File: config.mk
export PLATFORM = sky130hd
export DESIGN_NAME = strict_priority_rr_node_arbiter
export DESIGN_NICKNAME = d
export VERILOG_FILES = /design/src/hw/rtl/spra_pkg.sv /design/src/hw/rtl/spra_ctrl.sv /design/src/hw/rtl/spra_dp.sv /design/src/hw/rtl/strict_priority_rr_node_arbiter.sv
export VERILOG_INCLUDE_DIRS = /design/src /design/src/hw/rtl
export SDC_FILE = /design/constraint.sdc
export NUM_CORES = 1
export LEC_CHECK = 0
export BUFFER_PORTS_ARGS = -buffer_cell sky130_fd_sc_hd__buf_2
export CORE_UTILIZATION = 60
export CTS_CLUSTER_SIZE = 25
export DETAILED_ROUTE_END_ITERATION = 16
export GPL_ROUTABILITY_DRIVEN = 0
export HOLD_SLACK_MARGIN = 0.05
export PLACE_DENSITY = 0.76
export SLEW_MARGIN = 20
export SYNTH_ARGS = -nofsm -noshare
export SYNTH_HDL_FRONTEND = slang
export SYNTH_SLANG_ARGS = --single-unit
File: constraint.sdc
create_clock -name clk -period 4.35 [get_ports clk]
set_input_delay 0 -clock clk [delete_from_list [all_inputs] [get_ports clk]]
set_output_delay 0 -clock clk [all_outputs]
set_load 0.02 [all_outputs]
File: src/hw/rtl/assert_macros.svh
// assertion macros shared by the rtl files
// no dependencies; the bodies are empty when SYNTH is defined
`ifndef ASSERT_MACROS_SVH
`define ASSERT_MACROS_SVH
`ifndef SYNTH
// same-cycle implication, checked outside reset
`define ASSERT_IMPL(lbl, clk, rst_n, ante, cons, msg) \
    lbl: assert property (@(posedge clk) disable iff (!rst_n) (ante) |-> (cons)) \
        else $error(msg);
// next-cycle implication, checked outside reset
`define ASSERT_NEXT(lbl, clk, rst_n, ante, cons, msg) \
    lbl: assert property (@(posedge clk) disable iff (!rst_n) (ante) |=> (cons)) \
        else $error(msg);
`else
`define ASSERT_IMPL(lbl, clk, rst_n, ante, cons, msg)
`define ASSERT_NEXT(lbl, clk, rst_n, ante, cons, msg)
`endif
`endif

File: src/hw/rtl/spra_pkg.sv
// types and constants of the strict priority round-robin node arbiter
// no dependencies
`timescale 1ns / 1ps

package spra_pkg;

    localparam int NUM_NODES_DEF = 32;
    localparam int NUM_LEVELS    = 8;
    localparam int LEVEL_W       = 3;
    localparam int NODE_W        = 5;
    localparam int ACTION_W      = 3;

    // action codes
    localparam logic [ACTION_W-1:0] ACT_SET_MAX_RDY = 3'd0;
    localparam logic [ACTION_W-1:0] ACT_SET_MAX_PRI = 3'd1;
    localparam logic [ACTION_W-1:0] ACT_SET_MIN_RDY = 3'd2;
    localparam logic [ACTION_W-1:0] ACT_SET_MIN_PRI = 3'd3;
    localparam logic [ACTION_W-1:0] ACT_SEL_MAX     = 3'd4;
    localparam logic [ACTION_W-1:0] ACT_SEL_MIN     = 3'd5;

    typedef struct packed {
        logic [ACTION_W-1:0] action;
        logic [NODE_W-1:0]   node;
        logic                ready_req;
        logic [LEVEL_W-1:0]  priority_req;
    } spra_req_t;

    typedef struct packed {
        logic              found;
        logic [NODE_W-1:0] winner;
    } spra_rsp_t;

    typedef enum logic [1:0] {
        ST_IDLE,
        ST_SCAN,
        ST_DRAIN,
        ST_FINISH
    } spra_state_t;

    // controller to datapath
    typedef struct packed {
        logic load;
        logic rd_en;
        logic finish;
    } spra_cmd_t;

    // datapath to controller
    typedef struct packed {
        logic sel_in;
        logic scan_last;
    } spra_status_t;

endpackage

File: src/hw/rtl/spra_ctrl.sv
// controller state machine of the node arbiter
// depends on spra_pkg
`timescale 1ns / 1ps

module spra_ctrl
    import spra_pkg::*;
(
    input  logic         clk,
    input  logic         rst_n,
    input  logic         start,
    input  spra_status_t status,
    output spra_cmd_t    cmd,
    output logic         busy
);

    spra_state_t state_reg;
    spra_state_t state_next;

    // state register
    always_ff @(posedge clk or negedge rst_n)
    begin
        if (!rst_n)
        begin
            state_reg <= ST_IDLE;
        end
        else
        begin
            state_reg <= state_next;
        end
    end

    // next state
    always_comb
    begin
        state_next = state_reg;
        unique case (state_reg)
            ST_IDLE:
            begin
                if (start && status.sel_in)
                begin
                    state_next = ST_SCAN;
                end
            end
            ST_SCAN:
            begin
                if (status.scan_last)
                begin
                    state_next = ST_DRAIN;
                end
            end
            ST_DRAIN:
            begin
                state_next = ST_FINISH;
            end
            ST_FINISH:
            begin
                state_next = ST_IDLE;
            end
            default:
            begin
                state_next = ST_IDLE;
            end
        endcase
    end

    // outputs
    always_comb
    begin
        cmd  = '0;
        busy = 1'b1;
        unique case (state_reg)
            ST_IDLE:
            begin
                busy     = 1'b0;
                cmd.load = start;
            end
            ST_SCAN:
            begin
                cmd.rd_en = 1'b1;
            end
            ST_DRAIN:
            begin
                cmd = '0;
            end
            ST_FINISH:
            begin
                cmd.finish = 1'b1;
            end
            default:
            begin
                busy = 1'b1;
            end
        endcase
    end

endmodule

File: src/hw/rtl/spra_dp.sv
// datapath of the node arbiter: node tables, pointers, scan accumulators
// depends on spra_pkg
`timescale 1ns / 1ps

module spra_dp
    import spra_pkg::*;
#(
    parameter int NUM_NODES = NUM_NODES_DEF
)
(
    input  logic         clk,
    input  logic         rst_n,
    input  spra_req_t    req,
    input  spra_cmd_t    cmd,
    output spra_status_t status,
    output logic         done,
    output spra_rsp_t    rsp
);

    localparam int NW = $clog2(NUM_NODES);
    localparam logic [NW-1:0] LAST_IDX = NW'(NUM_NODES - 1);

    // node tables: ready bits and priority valid bits in flops, priorities in memory
    logic [LEVEL_W-1:0] prio_mem [2][NUM_NODES];
    logic               ready_reg [2][NUM_NODES];
    logic               pval_reg  [2][NUM_NODES];
    logic [NW-1:0]      ptr_reg   [2][NUM_LEVELS];

    // scan control
    logic               arb_reg;
    logic [NW-1:0]      cnt_reg;
    logic               rd_vld_reg;
    logic [NW-1:0]      rd_idx_reg;
    logic               rd_rdy_reg;
    logic               rd_pv_reg;
    logic [LEVEL_W-1:0] prio_rd_reg;

    // per level accumulators
    logic               any_hit_reg  [NUM_LEVELS];
    logic               any_hit_next [NUM_LEVELS];
    logic [NW-1:0]      any_idx_reg  [NUM_LEVELS];
    logic [NW-1:0]      any_idx_next [NUM_LEVELS];
    logic               ge_hit_reg   [NUM_LEVELS];
    logic               ge_hit_next  [NUM_LEVELS];
    logic [NW-1:0]      ge_idx_reg   [NUM_LEVELS];
    logic [NW-1:0]      ge_idx_next  [NUM_LEVELS];

    logic               done_reg;
    spra_rsp_t          rsp_reg;

    // request decode
    logic               node_ok;
    logic [NW-1:0]      wr_node;
    logic               wr_arb;
    logic               wr_rdy;
    logic               wr_pri;
    logic               is_sel;

    assign node_ok  = int'(req.node) < NUM_NODES;
    assign wr_node  = NW'(req.node);
    assign wr_arb   = (req.action == ACT_SET_MIN_RDY) || (req.action == ACT_SET_MIN_PRI);
    assign wr_rdy   = cmd.load && node_ok &&
                      ((req.action == ACT_SET_MAX_RDY) || (req.action == ACT_SET_MIN_RDY));
    assign wr_pri   = cmd.load && node_ok &&
                      ((req.action == ACT_SET_MAX_PRI) || (req.action == ACT_SET_MIN_PRI));
    assign is_sel   = (req.action == ACT_SEL_MAX) || (req.action == ACT_SEL_MIN);

    assign status.sel_in    = is_sel;
    assign status.scan_last = (cnt_reg == LAST_IDX);

    // priority memory: written by set actions, read once per scan cycle
    always_ff @(posedge clk)
    begin
        if (wr_pri)
        begin
            prio_mem[wr_arb][wr_node] <= req.priority_req;
        end
        if (cmd.rd_en)
        begin
            prio_rd_reg <= prio_mem[arb_reg][cnt_reg];
        end
    end

    // ready and priority valid flops
    always_ff @(posedge clk or negedge rst_n)
    begin
        if (!rst_n)
        begin
            for (int a = 0; a < 2; a++)
            begin
                for (int n = 0; n < NUM_NODES; n++)
                begin
                    ready_reg[a][n] <= 1'b0;
                    pval_reg[a][n]  <= 1'b0;
                end
            end
        end
        else
        begin
            if (wr_rdy)
            begin
                ready_reg[wr_arb][wr_node] <= req.ready_req;
            end
            if (wr_pri)
            begin
                pval_reg[wr_arb][wr_node] <= 1'b1;
            end
        end
    end

    // scan counter and read pipeline
    always_ff @(posedge clk or negedge rst_n)
    begin
        if (!rst_n)
        begin
            arb_reg    <= 1'b0;
            cnt_reg    <= '0;
            rd_vld_reg <= 1'b0;
        end
        else
        begin
            rd_vld_reg <= cmd.rd_en;
            if (cmd.load && is_sel)
            begin
                arb_reg <= (req.action == ACT_SEL_MIN);
                cnt_reg <= '0;
            end
            else if (cmd.rd_en)
            begin
                cnt_reg <= cnt_reg + 1'b1;
            end
        end
    end

    always_ff @(posedge clk)
    begin
        if (cmd.rd_en)
        begin
            rd_idx_reg <= cnt_reg;
            rd_rdy_reg <= ready_reg[arb_reg][cnt_reg];
            rd_pv_reg  <= pval_reg[arb_reg][cnt_reg];
        end
    end

    // accumulate first ready node and first at or after the level pointer
    logic [LEVEL_W-1:0] eff_pri;
    logic               node_hit;
    logic               at_or_after;

    assign eff_pri     = rd_pv_reg ? prio_rd_reg : '0;
    assign node_hit    = rd_vld_reg && rd_rdy_reg;
    assign at_or_after = rd_idx_reg >= ptr_reg[arb_reg][eff_pri];

    always_comb
    begin
        for (int l = 0; l < NUM_LEVELS; l++)
        begin
            any_hit_next[l] = any_hit_reg[l];
            any_idx_next[l] = any_idx_reg[l];
            ge_hit_next[l]  = ge_hit_reg[l];
            ge_idx_next[l]  = ge_idx_reg[l];
        end
        if (cmd.load)
        begin
            for (int l = 0; l < NUM_LEVELS; l++)
            begin
                any_hit_next[l] = 1'b0;
                ge_hit_next[l]  = 1'b0;
            end
        end
        else if (node_hit)
        begin
            if (!any_hit_reg[eff_pri])
            begin
                any_hit_next[eff_pri] = 1'b1;
                any_idx_next[eff_pri] = rd_idx_reg;
            end
            if (at_or_after && !ge_hit_reg[eff_pri])
            begin
                ge_hit_next[eff_pri] = 1'b1;
                ge_idx_next[eff_pri] = rd_idx_reg;
            end
        end
    end

    always_ff @(posedge clk or negedge rst_n)
    begin
        if (!rst_n)
        begin
            for (int l = 0; l < NUM_LEVELS; l++)
            begin
                any_hit_reg[l] <= 1'b0;
                ge_hit_reg[l]  <= 1'b0;
            end
        end
        else
        begin
            for (int l = 0; l < NUM_LEVELS; l++)
            begin
                any_hit_reg[l] <= any_hit_next[l];
                ge_hit_reg[l]  <= ge_hit_next[l];
            end
        end
    end

    always_ff @(posedge clk)
    begin
        for (int l = 0; l < NUM_LEVELS; l++)
        begin
            any_idx_reg[l] <= any_idx_next[l];
            ge_idx_reg[l]  <= ge_idx_next[l];
        end
    end

    // pick the highest level with a ready node
    logic               found;
    logic [LEVEL_W-1:0] win_lvl;
    logic [NW-1:0]      win_idx;
    logic [NW-1:0]      ptr_new;

    always_comb
    begin
        found   = 1'b0;
        win_lvl = '0;
        for (int l = 0; l < NUM_LEVELS; l++)
        begin
            if (any_hit_reg[l])
            begin
                found   = 1'b1;
                win_lvl = LEVEL_W'(l);
            end
        end
    end

    assign win_idx = ge_hit_reg[win_lvl] ? ge_idx_reg[win_lvl] : any_idx_reg[win_lvl];
    assign ptr_new = (win_idx == LAST_IDX) ? '0 : win_idx + 1'b1;

    // round-robin pointers
    always_ff @(posedge clk or negedge rst_n)
    begin
        if (!rst_n)
        begin
            for (int a = 0; a < 2; a++)
            begin
                for (int l = 0; l < NUM_LEVELS; l++)
                begin
                    ptr_reg[a][l] <= '0;
                end
            end
        end
        else if (cmd.finish && found)
        begin
            ptr_reg[arb_reg][win_lvl] <= ptr_new;
        end
    end

    // result register: set actions answer at once, selects at finish
    always_ff @(posedge clk or negedge rst_n)
    begin
        if (!rst_n)
        begin
            done_reg <= 1'b0;
        end
        else
        begin
            done_reg <= (cmd.load && !is_sel) || cmd.finish;
        end
    end

    always_ff @(posedge clk)
    begin
        if (cmd.finish)
        begin
            rsp_reg.found  <= found;
            rsp_reg.winner <= found ? NODE_W'(win_idx) : '0;
        end
        else if (cmd.load)
        begin
            rsp_reg <= '0;
        end
    end

    assign done = done_reg;
    assign rsp  = rsp_reg;

endmodule

File: src/hw/rtl/strict_priority_rr_node_arbiter.sv
// top level of the strict priority round-robin node arbiter pair
// depends on spra_pkg, spra_ctrl, spra_dp and assert_macros.svh
`timescale 1ns / 1ps

// Two arbiters (max-rate and min-rate) share one command port. An item is taken when start
// is high and busy is low. A set action writes its item if the node is below NUM_NODES, and
// its result (found = 0, winner = 0) strobes on done in the next cycle, while busy stays
// low, so set items can follow every cycle. A select scans the node table one node per
// cycle through the single read port of the priority memory; the drain state then takes
// the last read and the finish state picks the winner. busy stays high through the scan,
// drain and finish states, and the result is registered from the finish state onto done.
// Results show for exactly one cycle and cannot be held off, so the receiver must take them
// as they come. No clearing pass is run after reset.

`include "assert_macros.svh"

module strict_priority_rr_node_arbiter
    import spra_pkg::*;
#(
    parameter int NUM_NODES = NUM_NODES_DEF
)
(
    input  logic      clk,
    input  logic      rst_n,
    input  logic      start,
    output logic      busy,
    input  spra_req_t req,
    output logic      done,
    output spra_rsp_t rsp
);

    spra_cmd_t    cmd;
    spra_status_t status;

    // controller
    spra_ctrl u_ctrl (
        .clk    (clk),
        .rst_n  (rst_n),
        .start  (start),
        .status (status),
        .cmd    (cmd),
        .busy   (busy)
    );

    // datapath
    spra_dp #(
        .NUM_NODES (NUM_NODES)
    ) u_dp (
        .clk    (clk),
        .rst_n  (rst_n),
        .req    (req),
        .cmd    (cmd),
        .status (status),
        .done   (done),
        .rsp    (rsp)
    );

    // checks
    logic accept_set;
    logic accept_sel;

    assign accept_sel = start && !busy &&
                        ((req.action == ACT_SEL_MAX) || (req.action == ACT_SEL_MIN));
    assign accept_set = start && !busy && !accept_sel;

    `ASSERT_NEXT(a_set_answers, clk, rst_n, accept_set, done && !rsp.found, "set item without result")
    `ASSERT_NEXT(a_sel_holds, clk, rst_n, accept_sel, busy && !done, "select did not hold busy")
    `ASSERT_IMPL(a_miss_zero, clk, rst_n, done && !rsp.found, rsp.winner == '0, "miss with winner")
    `ASSERT_IMPL(a_win_range, clk, rst_n, done && rsp.found, int'(rsp.winner) < NUM_NODES, "winner out of range")

endmodule
==> parameters.txt, run 1 <==
Parameter                              Value

STA
  Measured slew at the worst slew-check pin    1160 ps
  RSZ-0062 raised after global routing    no
  Post-Route Hold Slack    44.3 ps
  Number of hold-slack violations in the final timing report    0
  Max Clk Rate    0.255 GHz
  Final setup viols    0
  Pins over their slew limit    0
  Shortest clock period the worst path allows after layout    3930 ps
  Post-Route Setup TNS    0 ps
  Worst clock skew on the final layout    16.7 ps
  Final worst-path cycle share    0.903
  Relative max-transition margin    0.229

Routing
  Residual DRC count    0
  Via density per instance    6.40
  Number of optimization iterations in the first detailed-route pass    7
  Routed via count    12978
  First DRT Iteration DRCs    1292
  Total wire length    49500 µm
  Routed wire per std cell    24.4 µm
  Antenna-violating nets left    0

Synthesis
  Leading register cell type out of synthesis    sky130_fd_sc_hd__edfxtp_1
  Combinational family with the most area after synthesis    multiplexers
  Post-synthesis area per instance    15.2 µm²
  Post-synthesis share of cell area spent on full adders, half adders and majority gates    0.00784
  Async SR Flop Fraction    0.448
  Synthesized-area fraction occupied by ao, oa, aoi and oai cells    0.0556
  Area of the mapped netlist    0.0223 mm²
  Number of enable-type register cells in the synthesized netlist    288
  Syn Nets    1504
  Simple-gate share of the synthesized area    0.0909
  Yosys warns    0
  Count of distinct cell types in the synthesized netlist    73
  Number of synthesized register bits    522
  Sequential element share of the synthesized area    0.649
  Multiplexer fraction of the synthesized cell area    0.177
  Synthesized instance count    1475
  Area share of xor/xnor cells in the synthesized design    0.00241

Final layout
  Synth-to-Final Area Change    11.3%
  Share of final-layout standard cells stronger than drive strength 1    0.293
  Number of diodes    0
  Filler Cell Count    2484
  Non-filler instance count after layout    2027
  Most common library cell in the layout ignoring fill and taps    sky130_fd_sc_hd__edfxtp_1
  Final Net Count    1546
  Final Core Density    0.679
  Leading cell types in the layout, fill and taps excluded    288 x sky130_fd_sc_hd__edfxtp_1, 232 x sky130_fd_sc_hd__dfrtp_1, 171 x sky130_fd_sc_hd__nor2_1, 126 x sky130_fd_sc_hd__nand2_1, 118 x sky130_fd_sc_hd__mux4_2
  Max reg flops    192

Power and ir drop
  Cell area power density    609 mW/mm²
  Peak supply drop    0.724 mV
  Post-route total power    0.0152 W
  Static leakage    9.72 nW

Setup path
  Reg2Reg Setup Slack    420 ps
  Startpoint-to-endpoint class of the critical path    flop to flop
  Required time at the endpoint of the critical path    4810 ps
  CP max FO    32
  Arrival time at the worst endpoint    4390 ps
  Kind of launch point of the worst setup path    flop
  Kind of end point of the critical path    flop

GRT
  Global-route wire length before repair    78700 µm
  Number of antenna violations at the first check in global routing    1
  Global-route usage over all layers    0.273
  Total congestion overflow    0
  Pin count of the biggest net entering global routing    101
  Vias in the first global route    13339

Place
  Number of buffers added on ports    22
  Number of placed instances, taps included    1923
  HPWL after DPL    31800 µm

Run status
  Outcome    finished, final reports clean

Floorplanning
  Number of top-level design ports    23
  Starting density of the core    0.610
  Die area    0.0380 mm²
  Die width    195 µm
  Die Height    195 µm
  Number of placement rows    70
  Area of the core region    0.0366 mm²

Clocking
  Clock transition at the registers of the reported paths    60 ps
  Master cell of the clock root buffer    sky130_fd_sc_hd__clkbuf_16
  TritonCTS clock tree    done
  H-Tree Level Count    2
  Number of sinks on the clock net    522
  Maximum number of buffers from clock root to sink    3
  Clock insertion delay at the later pin of the skew report    590 ps
  Post-CTS setup repair buffer count    0
  Total clock buffers created by CTS    52

Worst hold path
  Min-delay worst type    input port to async pin

Run
  Count of max-cap constraint violations    0
final timing paths:
check	from	end	cells after the start
hold reg to reg	u_dp.cnt_reg[1]$_DFFE_PN0P_	u_dp.rd_idx_reg[1]$_DFFE_PP_	0
setup reg to reg	u_dp.any_hit_reg[3]$_DFFE_PN0P_	u_dp.ptr_reg[15]$_DFFE_PN0P_	13
max in group asynchronous	rst_n	u_dp.cnt_reg[0]$_DFFE_PN0P_	3
hold / removal	rst_n	u_dp.any_hit_reg[6]$_DFFE_PN0P_	2
setup / recovery	u_dp.any_hit_reg[3]$_DFFE_PN0P_	u_dp.ptr_reg[15]$_DFFE_PN0P_	13
min in group clk	req[11]	u_ctrl.state_reg[1]$_DFFE_PN0P_	6
kinds of logic after synthesis:
family / Yosys count
XOR/XNOR: 4
AO/OA/AOI/OAI: 164
AND/OR/NAND/NOR: 443
flip-flops: 522
multiplexers: 234
buffers and inverters: 94
adder cells (fa/ha/maj): 14
metrics by stage:
step	area (µm²)	setup slack [ps]
after global placement	23000	256
after floorplan	22300	567
after CTS	24800	234
after global routing	24900	148
after detailed placement	23000	233
final	24900	423
worst max-delay path, cell delays in order (launching register included):
cell,delay (ps)
sky130_fd_sc_hd__dfrtp_1,580
sky130_fd_sc_hd__inv_1,150
sky130_fd_sc_hd__a221oi_2,520
sky130_fd_sc_hd__o21bai_2,230
sky130_fd_sc_hd__a211o_1,440
sky130_fd_sc_hd__a2111oi_2,390
sky130_fd_sc_hd__or2_2,210
sky130_fd_sc_hd__ha_1,160
sky130_fd_sc_hd__nand2_1,70
sky130_fd_sc_hd__nor2_1,110
sky130_fd_sc_hd__ha_1,170
sky130_fd_sc_hd__buf_4,360
sky130_fd_sc_hd__nor2_1,100
sky130_fd_sc_hd__mux2_2,270
synthesized netlist by cell type, types with 11 or more instances:
| library cell | instances | area, µm² |
|---|---|---|
| sky130_fd_sc_hd__o21a_1 | 18 | 135 |
| sky130_fd_sc_hd__inv_1 | 11 | 41.3 |
| sky130_fd_sc_hd__nand3_1 | 15 | 75.1 |
| sky130_fd_sc_hd__mux2_2 | 102 | 1150 |
| sky130_fd_sc_hd__edfxtp_1 | 288 | 8650 |
| sky130_fd_sc_hd__o31ai_1 | 22 | 165 |
| sky130_fd_sc_hd__nand2_1 | 126 | 473 |
| sky130_fd_sc_hd__nor3_1 | 14 | 70.1 |
| sky130_fd_sc_hd__mux4_2 | 118 | 2660 |
| sky130_fd_sc_hd__buf_2 | 15 | 75.1 |
| sky130_fd_sc_hd__or2_2 | 66 | 413 |
| sky130_fd_sc_hd__clkbuf_1 | 53 | 199 |
| sky130_fd_sc_hd__mux2i_1 | 12 | 120 |
| sky130_fd_sc_hd__nor2_1 | 171 | 642 |
| sky130_fd_sc_hd__o21ai_0 | 26 | 130 |
| sky130_fd_sc_hd__a21oi_1 | 13 | 65.1 |
| sky130_fd_sc_hd__ha_1 | 14 | 175 |
| sky130_fd_sc_hd__dfrtp_1 | 234 | 5860 |
routing by layer:
metal,wire [µm],part of all wire,up-vias,GRT usage
met2,24600,0.50,534,0.449
met3,3100,0.063,119,0.0465
li1,-,-,5643,-
met4,1410,0.029,2,0.0843
met5,13,0.00026,-,0
met1,20400,0.41,6680,0.377
area by class of cell:
cell class,instances,area (µm²),share of cell area
clock buffers,71,1480,0.0596
clock inverters,25,265,0.0107
inverters,13,48.8,0.00196
multi-input cells,859,7460,0.300
flip-flops and latches,522,14500,0.583
well taps,468,586,0.0235
repair buffers,69,526,0.0211
power by group:
group,internal (W),switching [W],leakage [nW],total (W)
sequential,0.00570,0.000445,5.83,0.00614
combinational,0.00180,0.00265,3.02,0.00446
clock,0.00268,0.00187,0.872,0.00456
what timing repair did:
item,in CTS,in global routing
setup endpoints to repair,0,4
gates resized for setup,0,1
endpoints found under the hold margin,101,192
hold buffers,5,3
No activity file was read; power rests on OpenSTA's default activity.
==> inputs of run 2 (changes only) <==
--- a/config.mk
+++ b/config.mk
@@ -12,8 +12,9 @@
 export DETAILED_ROUTE_END_ITERATION = 16
 export GPL_ROUTABILITY_DRIVEN = 0
 export HOLD_SLACK_MARGIN = 0.05
-export PLACE_DENSITY = 0.76
+export PLACE_DENSITY = 0.84
 export SLEW_MARGIN = 20
 export SYNTH_ARGS = -nofsm -noshare
 export SYNTH_HDL_FRONTEND = slang
+export SYNTH_HIERARCHICAL = 1
 export SYNTH_SLANG_ARGS = --single-unit
==> run 2 against run 1 <==
Combinational power is 24% higher. Worst setup slack worse by 240 ps. First-iteration DRC count is 0.15% lower. Sequential share of layout area is 0.18 points lower. Cell count is 2.7% lower. Critical endpoint is now u_dp/ge_idx_reg[2][2]$_DFFE_PP_. Clock skew is 9.0 ps higher.
==> parameters.txt, run 2 <==
Parameter                              Value

Run status
  Outcome    finished, final reports clean

STA
  Number of hold-slack violations in the final timing report    0 (unchanged)
  Worst clock skew on the final layout    25.6 ps (+8.96 ps)
  Relative max-transition margin    0.298 (+0.0690)
  Final worst-path cycle share    0.957 (+0.0543)
  Post-Route Setup TNS    0 ps (unchanged)
  Measured slew at the worst slew-check pin    1050 ps (-107 ps)
  Max Clk Rate    0.240 GHz (-5.7%)
  Shortest clock period the worst path allows after layout    4160 ps (+236 ps)
  Pins over their slew limit    0 (unchanged)
  RSZ-0062 raised after global routing    no
  Final setup viols    0 (unchanged)

Power and ir drop
  Cell area power density    660 mW/mm² (+8.3%)
  Static leakage    9.86 nW (+1.4%)
  Psw    0.00556 W (+12%)
  Cell internal pwr    0.0109 W (+7.1%)
  Peak supply drop    0.658 mV (-9.2%)
  Clock Power Share    0.277 (-0.024)
  Proportion of power drawn by flip-flops and latches    0.387 (-0.018)
  Net switching share of the total power    0.338 (+0.00979)
  Comb pwr share    0.336 (+0.042)

Clocking
  H-Tree Level Count    2 (unchanged)
  Clock transition at the registers of the reported paths    60 ps (about the same)
  Clock insertion delay at the later pin of the skew report    600 ps (about the same)
  Total clock buffers created by CTS    51 (-1.9%)
  Master cell of the clock root buffer    sky130_fd_sc_hd__clkbuf_16
  Number of sinks on the clock net    522 (unchanged)
  TritonCTS clock tree    done
  Maximum number of buffers from clock root to sink    3 (unchanged)

Synthesis
  Async SR Flop Fraction    0.448 (unchanged)
  Number of synthesized register bits    522 (unchanged)
  Synthesized instance count    1421 (-3.7%)
  Leading register cell type out of synthesis    sky130_fd_sc_hd__edfxtp_1
  Post-synthesis area per instance    15.7 µm² (+3.9%)
  Sequential element share of the synthesized area    0.649 (about the same)
  Most area-consuming cells after synthesis    sky130_fd_sc_hd__edfxtp_1 39%, sky130_fd_sc_hd__dfrtp_1 26%, sky130_fd_sc_hd__mux4_2 14%, sky130_fd_sc_hd__mux2_2 5.7%, sky130_fd_sc_hd__nor2_1 3.0%
  Number of enable-type register cells in the synthesized netlist    288 (unchanged)
  Count of distinct cell types in the synthesized netlist    69 (-5.5%)
  Area of the mapped netlist    0.0224 mm² (about the same)
  Syn Nets    1451 (-3.5%)
  Yosys warns    6 (+6)
  Commonest cells in the synthesized netlist    288 x sky130_fd_sc_hd__edfxtp_1, 234 x sky130_fd_sc_hd__dfrtp_1, 181 x sky130_fd_sc_hd__nor2_1, 138 x sky130_fd_sc_hd__mux4_2, 113 x sky130_fd_sc_hd__mux2_2
  Synth area leader    sky130_fd_sc_hd__edfxtp_1
  Top cell type's share of synthesized area    0.387 (about the same)
  Most frequently used cell type in the post-synthesis netlist    sky130_fd_sc_hd__edfxtp_1

Final layout
  Synth-to-Final Area Change    11.6%
  Most common library cell in the layout ignoring fill and taps    sky130_fd_sc_hd__edfxtp_1
  Number of diodes    0 (unchanged)
  Non-filler instance count after layout    1973 (-2.7%)
  Final Net Count    1492 (-3.5%)
  Leading cell types in the layout, fill and taps excluded    288 x sky130_fd_sc_hd__edfxtp_1, 231 x sky130_fd_sc_hd__dfrtp_1, 181 x sky130_fd_sc_hd__nor2_1, 138 x sky130_fd_sc_hd__mux4_2, 113 x sky130_fd_sc_hd__mux2_2
  Final Core Density    0.682 (+0.00212)
  Share of final-layout standard cells stronger than drive strength 1    0.316 (+0.0231)
  Max reg flops    192 (unchanged)

Routing
  Total wire length    48100 µm (-2.8%)
  Number of optimization iterations in the first detailed-route pass    6 (-1)
  Routed wire per std cell    24.4 µm (-0.14%)
  First DRT Iteration DRCs    1290 (-0.15%)
  Residual DRC count    0 (unchanged)
  Antenna-violating nets left    0 (unchanged)
  Routed via count    12639 (-2.6%)
  Via density per instance    6.41 (about the same)

Setup path
  Cell mode on critical path    sky130_fd_sc_hd__a21o_1
  Arrival time at the worst endpoint    4380 ps (about the same)
  Cell type of the slowest stage on the worst timing path    sky130_fd_sc_hd__mux4_2
  Required time at the endpoint of the critical path    4560 ps (-250 ps)
  Number of buffer and inverter stages on the critical path    1 (-1)
  CP max FO    25 (-22%)
  CP cell instances    nand2_1 -> buf_12 -> mux4_2 -> a22o_1 -> a221oi_1 -> ha_1 -> a21o_1 -> a21o_1 -> a21o_1 -> a21oi_1 -> or4_1 -> or2_2 -> nor2_1
  CP max stage delay    530 ps (-50 ps)
  Kind of end point of the critical path    flop
  Kind of launch point of the worst setup path    flop
  Top delay family on crit path    simple AND/OR/NAND/NOR gates
  Startpoint-to-endpoint class of the critical path    flop to flop

GRT
  Total congestion overflow    0 (unchanged)
  Pin count of the biggest net entering global routing    161 (+59%)
  Global-route usage over all layers    0.265 (-0.00718)
  Global-route wire length before repair    76600 µm (-2.7%)
  Number of antenna violations at the first check in global routing    0 (-1)
  Vias in the first global route    13091 (-1.9%)

Place
  HPWL after DPL    30100 µm (-5.4%)
  Number of placed instances, taps included    1866 (-3.0%)
  Number of buffers added on ports    22 (unchanged)

Floorplanning
  Number of top-level design ports    23 (unchanged)
  Die Height    195 µm (about the same)
  Area of the core region    0.0366 mm² (unchanged)
  Number of placement rows    70 (unchanged)
  Starting density of the core    0.611 (about the same)
  Die area    0.0380 mm² (about the same)
  Die width    195 µm (about the same)

Run
  Count of max-cap constraint violations    0 (unchanged)

Worst hold path
  Min-delay worst type    input port to flop
-- run 2: power by group through the flow --
stage / sequential (W) / clock, W / combinational, W
after floorplan: 0.00616 / 0 / 0.00413
after global placement: 0.00643 / 0 / 0.00530
after detailed placement: 0.00645 / 0 / 0.00545
after CTS: 0.00636 / 0.00464 / 0.00552
after global routing: 0.00643 / 0.00481 / 0.00591
final: 0.00637 / 0.00456 / 0.00554
-- run 2: path summary, 6_finish.rpt --
kind                                          startpoint                         endpoint  slack, ps  cells after the start
hold / removal                                   req[11]      u_dp/cnt_reg[1]$_DFFE_PN0P_         70                      4
min in group asynchronous                          rst_n    u_dp/ready_reg[7]$_DFFE_PN0P_        370                      3
max in group asynchronous                          rst_n    u_dp/ready_reg[1]$_DFFE_PN0P_       2900                      4
setup / recovery                u_dp/rd_pv_reg$_DFFE_PP_  u_dp/ge_idx_reg[2][2]$_DFFE_PP_        190                     13
hold reg to reg            u_dp/pval_reg[42]$_DFFE_PN0P_    u_dp/pval_reg[42]$_DFFE_PN0P_        460                      1
setup reg to reg                u_dp/rd_pv_reg$_DFFE_PP_  u_dp/ge_idx_reg[2][2]$_DFFE_PP_        190                     13
-- run 2: metrics by stage --
step                      setup slack (ps)  hold slack [ps]  power, W  area, µm²
final                                  186             73.7    0.0165      25000
after global routing                  37.3             97.8    0.0172      25000
after CTS                              190             52.7    0.0165      24900
after floorplan                      -94.4             -296    0.0103      22400
after detailed placement               205             21.5    0.0119      23000
after global placement                 359             16.8    0.0117      23000
-- run 2: tightest hold or removal path: stages --
cell and delay [ps]:
sky130_fd_sc_hd__buf_2 120, sky130_fd_sc_hd__nor2b_1 150, sky130_fd_sc_hd__and2_1 230, sky130_fd_sc_hd__nor2_1 120
-- run 2: layout make-up --
type / count / area [µm²]
Clock buffer: 69 / 1460
Clock inverter: 27 / 319
Fill cell: 2335 / 11700
Inverter: 14 / 52.6
Multi-Input combinational cell: 806 / 7470
Sequential cell: 522 / 14500
Tap cell: 468 / 586
Timing Repair Buffer: 67 / 561
-- run 2: cell families after synthesis --
family,after synthesis,synth area share
fa+ha+maj,15,0.00839
mux,276,0.209
simple gates,418,0.0872
buf+inv,93,0.0175
compound gates,94,0.0280
xor+xnor,3,0.00118
flops,522,0.649
-- run 2: layer usage --
metal | global-route usage | routed length (µm) | share of wire | vias up
met5 | 0 | 0 | 0 | -
met4 | 0.103 | 1560 | 0.032 | 0
met3 | 0.0496 | 3810 | 0.079 | 109
met2 | 0.434 | 24100 | 0.50 | 635
met1 | 0.358 | 18600 | 0.39 | 6494
li1 | - | - | - | 5401
-- run 2: what timing repair did --
item                                    in CTS  in global routing
buffers inserted                             0                  0
hold buffers                                 8                  3
gates resized for setup                      0                  1
endpoints found under the setup margin       0                  3
hold endpoints to repair                    92                192
==> inputs of run 3 (changes only) <==
--- a/config.mk
+++ b/config.mk
@@ -7,12 +7,12 @@
 export NUM_CORES = 1
 export LEC_CHECK = 0
 export BUFFER_PORTS_ARGS = -buffer_cell sky130_fd_sc_hd__buf_2
-export CORE_UTILIZATION = 60
+export CORE_UTILIZATION = 45
 export CTS_CLUSTER_SIZE = 25
 export DETAILED_ROUTE_END_ITERATION = 16
 export GPL_ROUTABILITY_DRIVEN = 0
 export HOLD_SLACK_MARGIN = 0.05
-export PLACE_DENSITY = 0.84
+export PLACE_DENSITY = 0.68
 export SLEW_MARGIN = 20
 export SYNTH_ARGS = -nofsm -noshare
 export SYNTH_HDL_FRONTEND = slang
==> run 3 against run 2 <==
First-iteration DRC count is 14% lower. Highest routed layer unchanged. Critical path type unchanged. Sequential share of layout area is 0.49 points lower. Register-to-register slack better by 170 ps. Largest power group unchanged. Routed wire length is 2.0% higher.
==> parameters.txt, run 3 (synthesis gave the netlist of run 2 again) <==
Parameter                              Value

Final layout
  Finished layout cell area    0.0252 mm² (+0.84%)
  Most common library cell in the layout ignoring fill and taps    sky130_fd_sc_hd__edfxtp_1
  Final Net Count    1492 (unchanged)
  Max reg flops    192 (unchanged)
  Share of final-layout standard cells stronger than drive strength 1    0.315 (-0.000874)
  Synth-to-Final Area Change    12.5%
  Leading cell types in the layout, fill and taps excluded    288 x sky130_fd_sc_hd__edfxtp_1, 232 x sky130_fd_sc_hd__dfrtp_1, 181 x sky130_fd_sc_hd__nor2_1, 138 x sky130_fd_sc_hd__mux4_2, 113 x sky130_fd_sc_hd__mux2_2

Routing
  Routed via count    12225 (-3.3%)
  First DRT Iteration DRCs    1112 (-14%)
  Via density per instance    5.63 (-12%)
  Total wire length    49100 µm (+2.0%)
  Residual DRC count    0 (unchanged)
  Number of optimization iterations in the first detailed-route pass    5 (-1)
  Routed wire per std cell    22.6 µm (-7.3%)
  Antenna-violating nets left    0 (unchanged)

GRT
  Number of antenna violations at the first check in global routing    1 (+1)
  Pin count of the biggest net entering global routing    101 (-37%)
  Global-route usage over all layers    0.202 (-0.0631)
  Global-route wire length before repair    77600 µm (+1.3%)
  Total congestion overflow    0 (unchanged)
  Vias in the first global route    12748 (-2.6%)

Run status
  Outcome    finished, final reports clean

STA
  Shortest clock period the worst path allows after layout    3990 ps (-170 ps)
  Relative max-transition margin    0.253 (-0.0452)
  RSZ-0062 raised after global routing    no
  Number of hold-slack violations in the final timing report    0 (unchanged)
  Final worst-path cycle share    0.918 (-0.0391)
  Post-Route Setup TNS    0 ps (unchanged)
  Worst clock skew on the final layout    17.1 ps (-8.52 ps)
  Max Clk Rate    0.250 GHz (+4.3%)
  Final setup viols    0 (unchanged)
  Post-Route Hold Slack    133 ps (+58.9 ps)
  Measured slew at the worst slew-check pin    1110 ps (+63.1 ps)
  Pins over their slew limit    0 (unchanged)

Setup path
  Cell mode on critical path    sky130_fd_sc_hd__a21o_1
  Kind of launch point of the worst setup path    flop
  Startpoint-to-endpoint class of the critical path    flop to flop
  CP cell instances    nand2_1 -> buf_12 -> mux4_2 -> a22o_1 -> a221oi_1 -> ha_1 -> a21o_1 -> a21o_1 -> a21o_1 -> a21oi_1 -> or4_1 -> or2_2 -> nor2_1
  Arrival time at the worst endpoint    4220 ps (-160 ps)
  Cell type of the slowest stage on the worst timing path    sky130_fd_sc_hd__mux4_2
  Kind of end point of the critical path    flop
  CP max FO    18 (-28%)
  Required time at the endpoint of the critical path    4580 ps (+20 ps)
  CP max stage delay    510 ps (-20 ps)

Floorplanning
  Die Height    225 µm (+15%)
  Number of placement rows    81 (+16%)
  Die area    0.0506 mm² (+33%)
  Die width    225 µm (+15%)
  Number of top-level design ports    23 (unchanged)
  Area of the core region    0.0490 mm² (+34%)
  Starting density of the core    0.457 (-0.154)

Power and ir drop
  Cell area power density    655 mW/mm² (-0.70%)
  Static leakage    9.84 nW (-0.19%)
  Peak supply drop    0.571 mV (-13%)
  Post-route total power    0.0165 W (+0.14%)

Clocking
  Clock transition at the registers of the reported paths    60 ps (about the same)
  Number of sinks on the clock net    522 (unchanged)
  TritonCTS clock tree    done
  H-Tree Level Count    2 (unchanged)
  Total clock buffers created by CTS    52 (+2.0%)
  Maximum number of buffers from clock root to sink    3 (unchanged)
  Clock insertion delay at the later pin of the skew report    600 ps (about the same)
  Master cell of the clock root buffer    sky130_fd_sc_hd__clkbuf_16

Place
  HPWL after DPL    31200 µm (+3.8%)
  Cell area reported after detailed placement    0.0233 mm² (+1.0%)
  Number of buffers added on ports    22 (unchanged)

Worst hold path
  Min-delay worst type    input port to flop

Run
  Count of max-cap constraint violations    0 (unchanged)
-- run 3: final cells by class --
class | count | area [µm²]
inverters | 14 | 52.6
fillers | 3987 | 23800
well taps | 664 | 831
diodes | 1 | 2.50
clock buffers | 77 | 1500
flip-flops and latches | 522 | 14500
repair buffers | 66 | 536
multi-input cells | 806 | 7470
clock inverters | 21 | 262
-- run 3: power breakdown --
part           internal (W)  switching [W]  leakage (nW)
Combinational       0.00237        0.00323          3.15
Sequential          0.00583       0.000455          5.82
Clock               0.00274        0.00187         0.863
Total                0.0109        0.00556          9.84
-- run 3: critical path, delay by kind of cell, from the launching register on --
kind            cells  cell delay (ps)
compound gates      6              880
fa+ha+maj           1              200
buf+inv             1              210
flops               1              490
mux                 1              510
simple gates        4             1330
-- run 3: metal layers --
layer	global-route usage	share of wire	routed length (µm)	vias up
met4	0.0573	0.020	973	0
met2	0.325	0.49	23900	386
li1	-	-	-	5384
met3	0.0330	0.054	2630	67
met1	0.287	0.44	21600	6388
met5	0	0	0	-
-- run 3: stage by stage --
stage / instances / util / setup WS (ps)
finish: 2171 / 0.514 / 356
global route: 2170 / 0.514 / 116
CTS: 2167 / 0.513 / 231
detailed placement: 2061 / 0.476 / 218
global placement: 2061 / 0.476 / 439
floorplan: 1421 / - / -94.4
-- run 3: repair_timing --
item	in CTS	in global routing
endpoints found under the hold margin	108	192
setup buffers	0	0
hold buffers	8	3
resized for setup	0	1
setup endpoints to repair	0	3
-- run 3: path summary, 6_finish.rpt --
check	start	end	slack, ps	cells past startpoint
max in group asynchronous	rst_n	u_dp/pval_reg[0]$_DFFE_PN0P_	2730	4
worst max register to register	u_dp/rd_pv_reg$_DFFE_PP_	u_dp/ge_idx_reg[4][2]$_DFFE_PP_	360	13
worst min register to register	u_dp/pval_reg[16]$_DFFE_PN0P_	u_dp/pval_reg[16]$_DFFE_PN0P_	460	1
worst min-delay path	req[7]	u_dp/prio_mem[1][36]$_DFFE_PP_	130	4
min in group asynchronous	rst_n	u_dp/ptr_reg[16]$_DFFE_PN0P_	560	3
worst max-delay path	u_dp/rd_pv_reg$_DFFE_PP_	u_dp/ge_idx_reg[4][2]$_DFFE_PP_	360	13
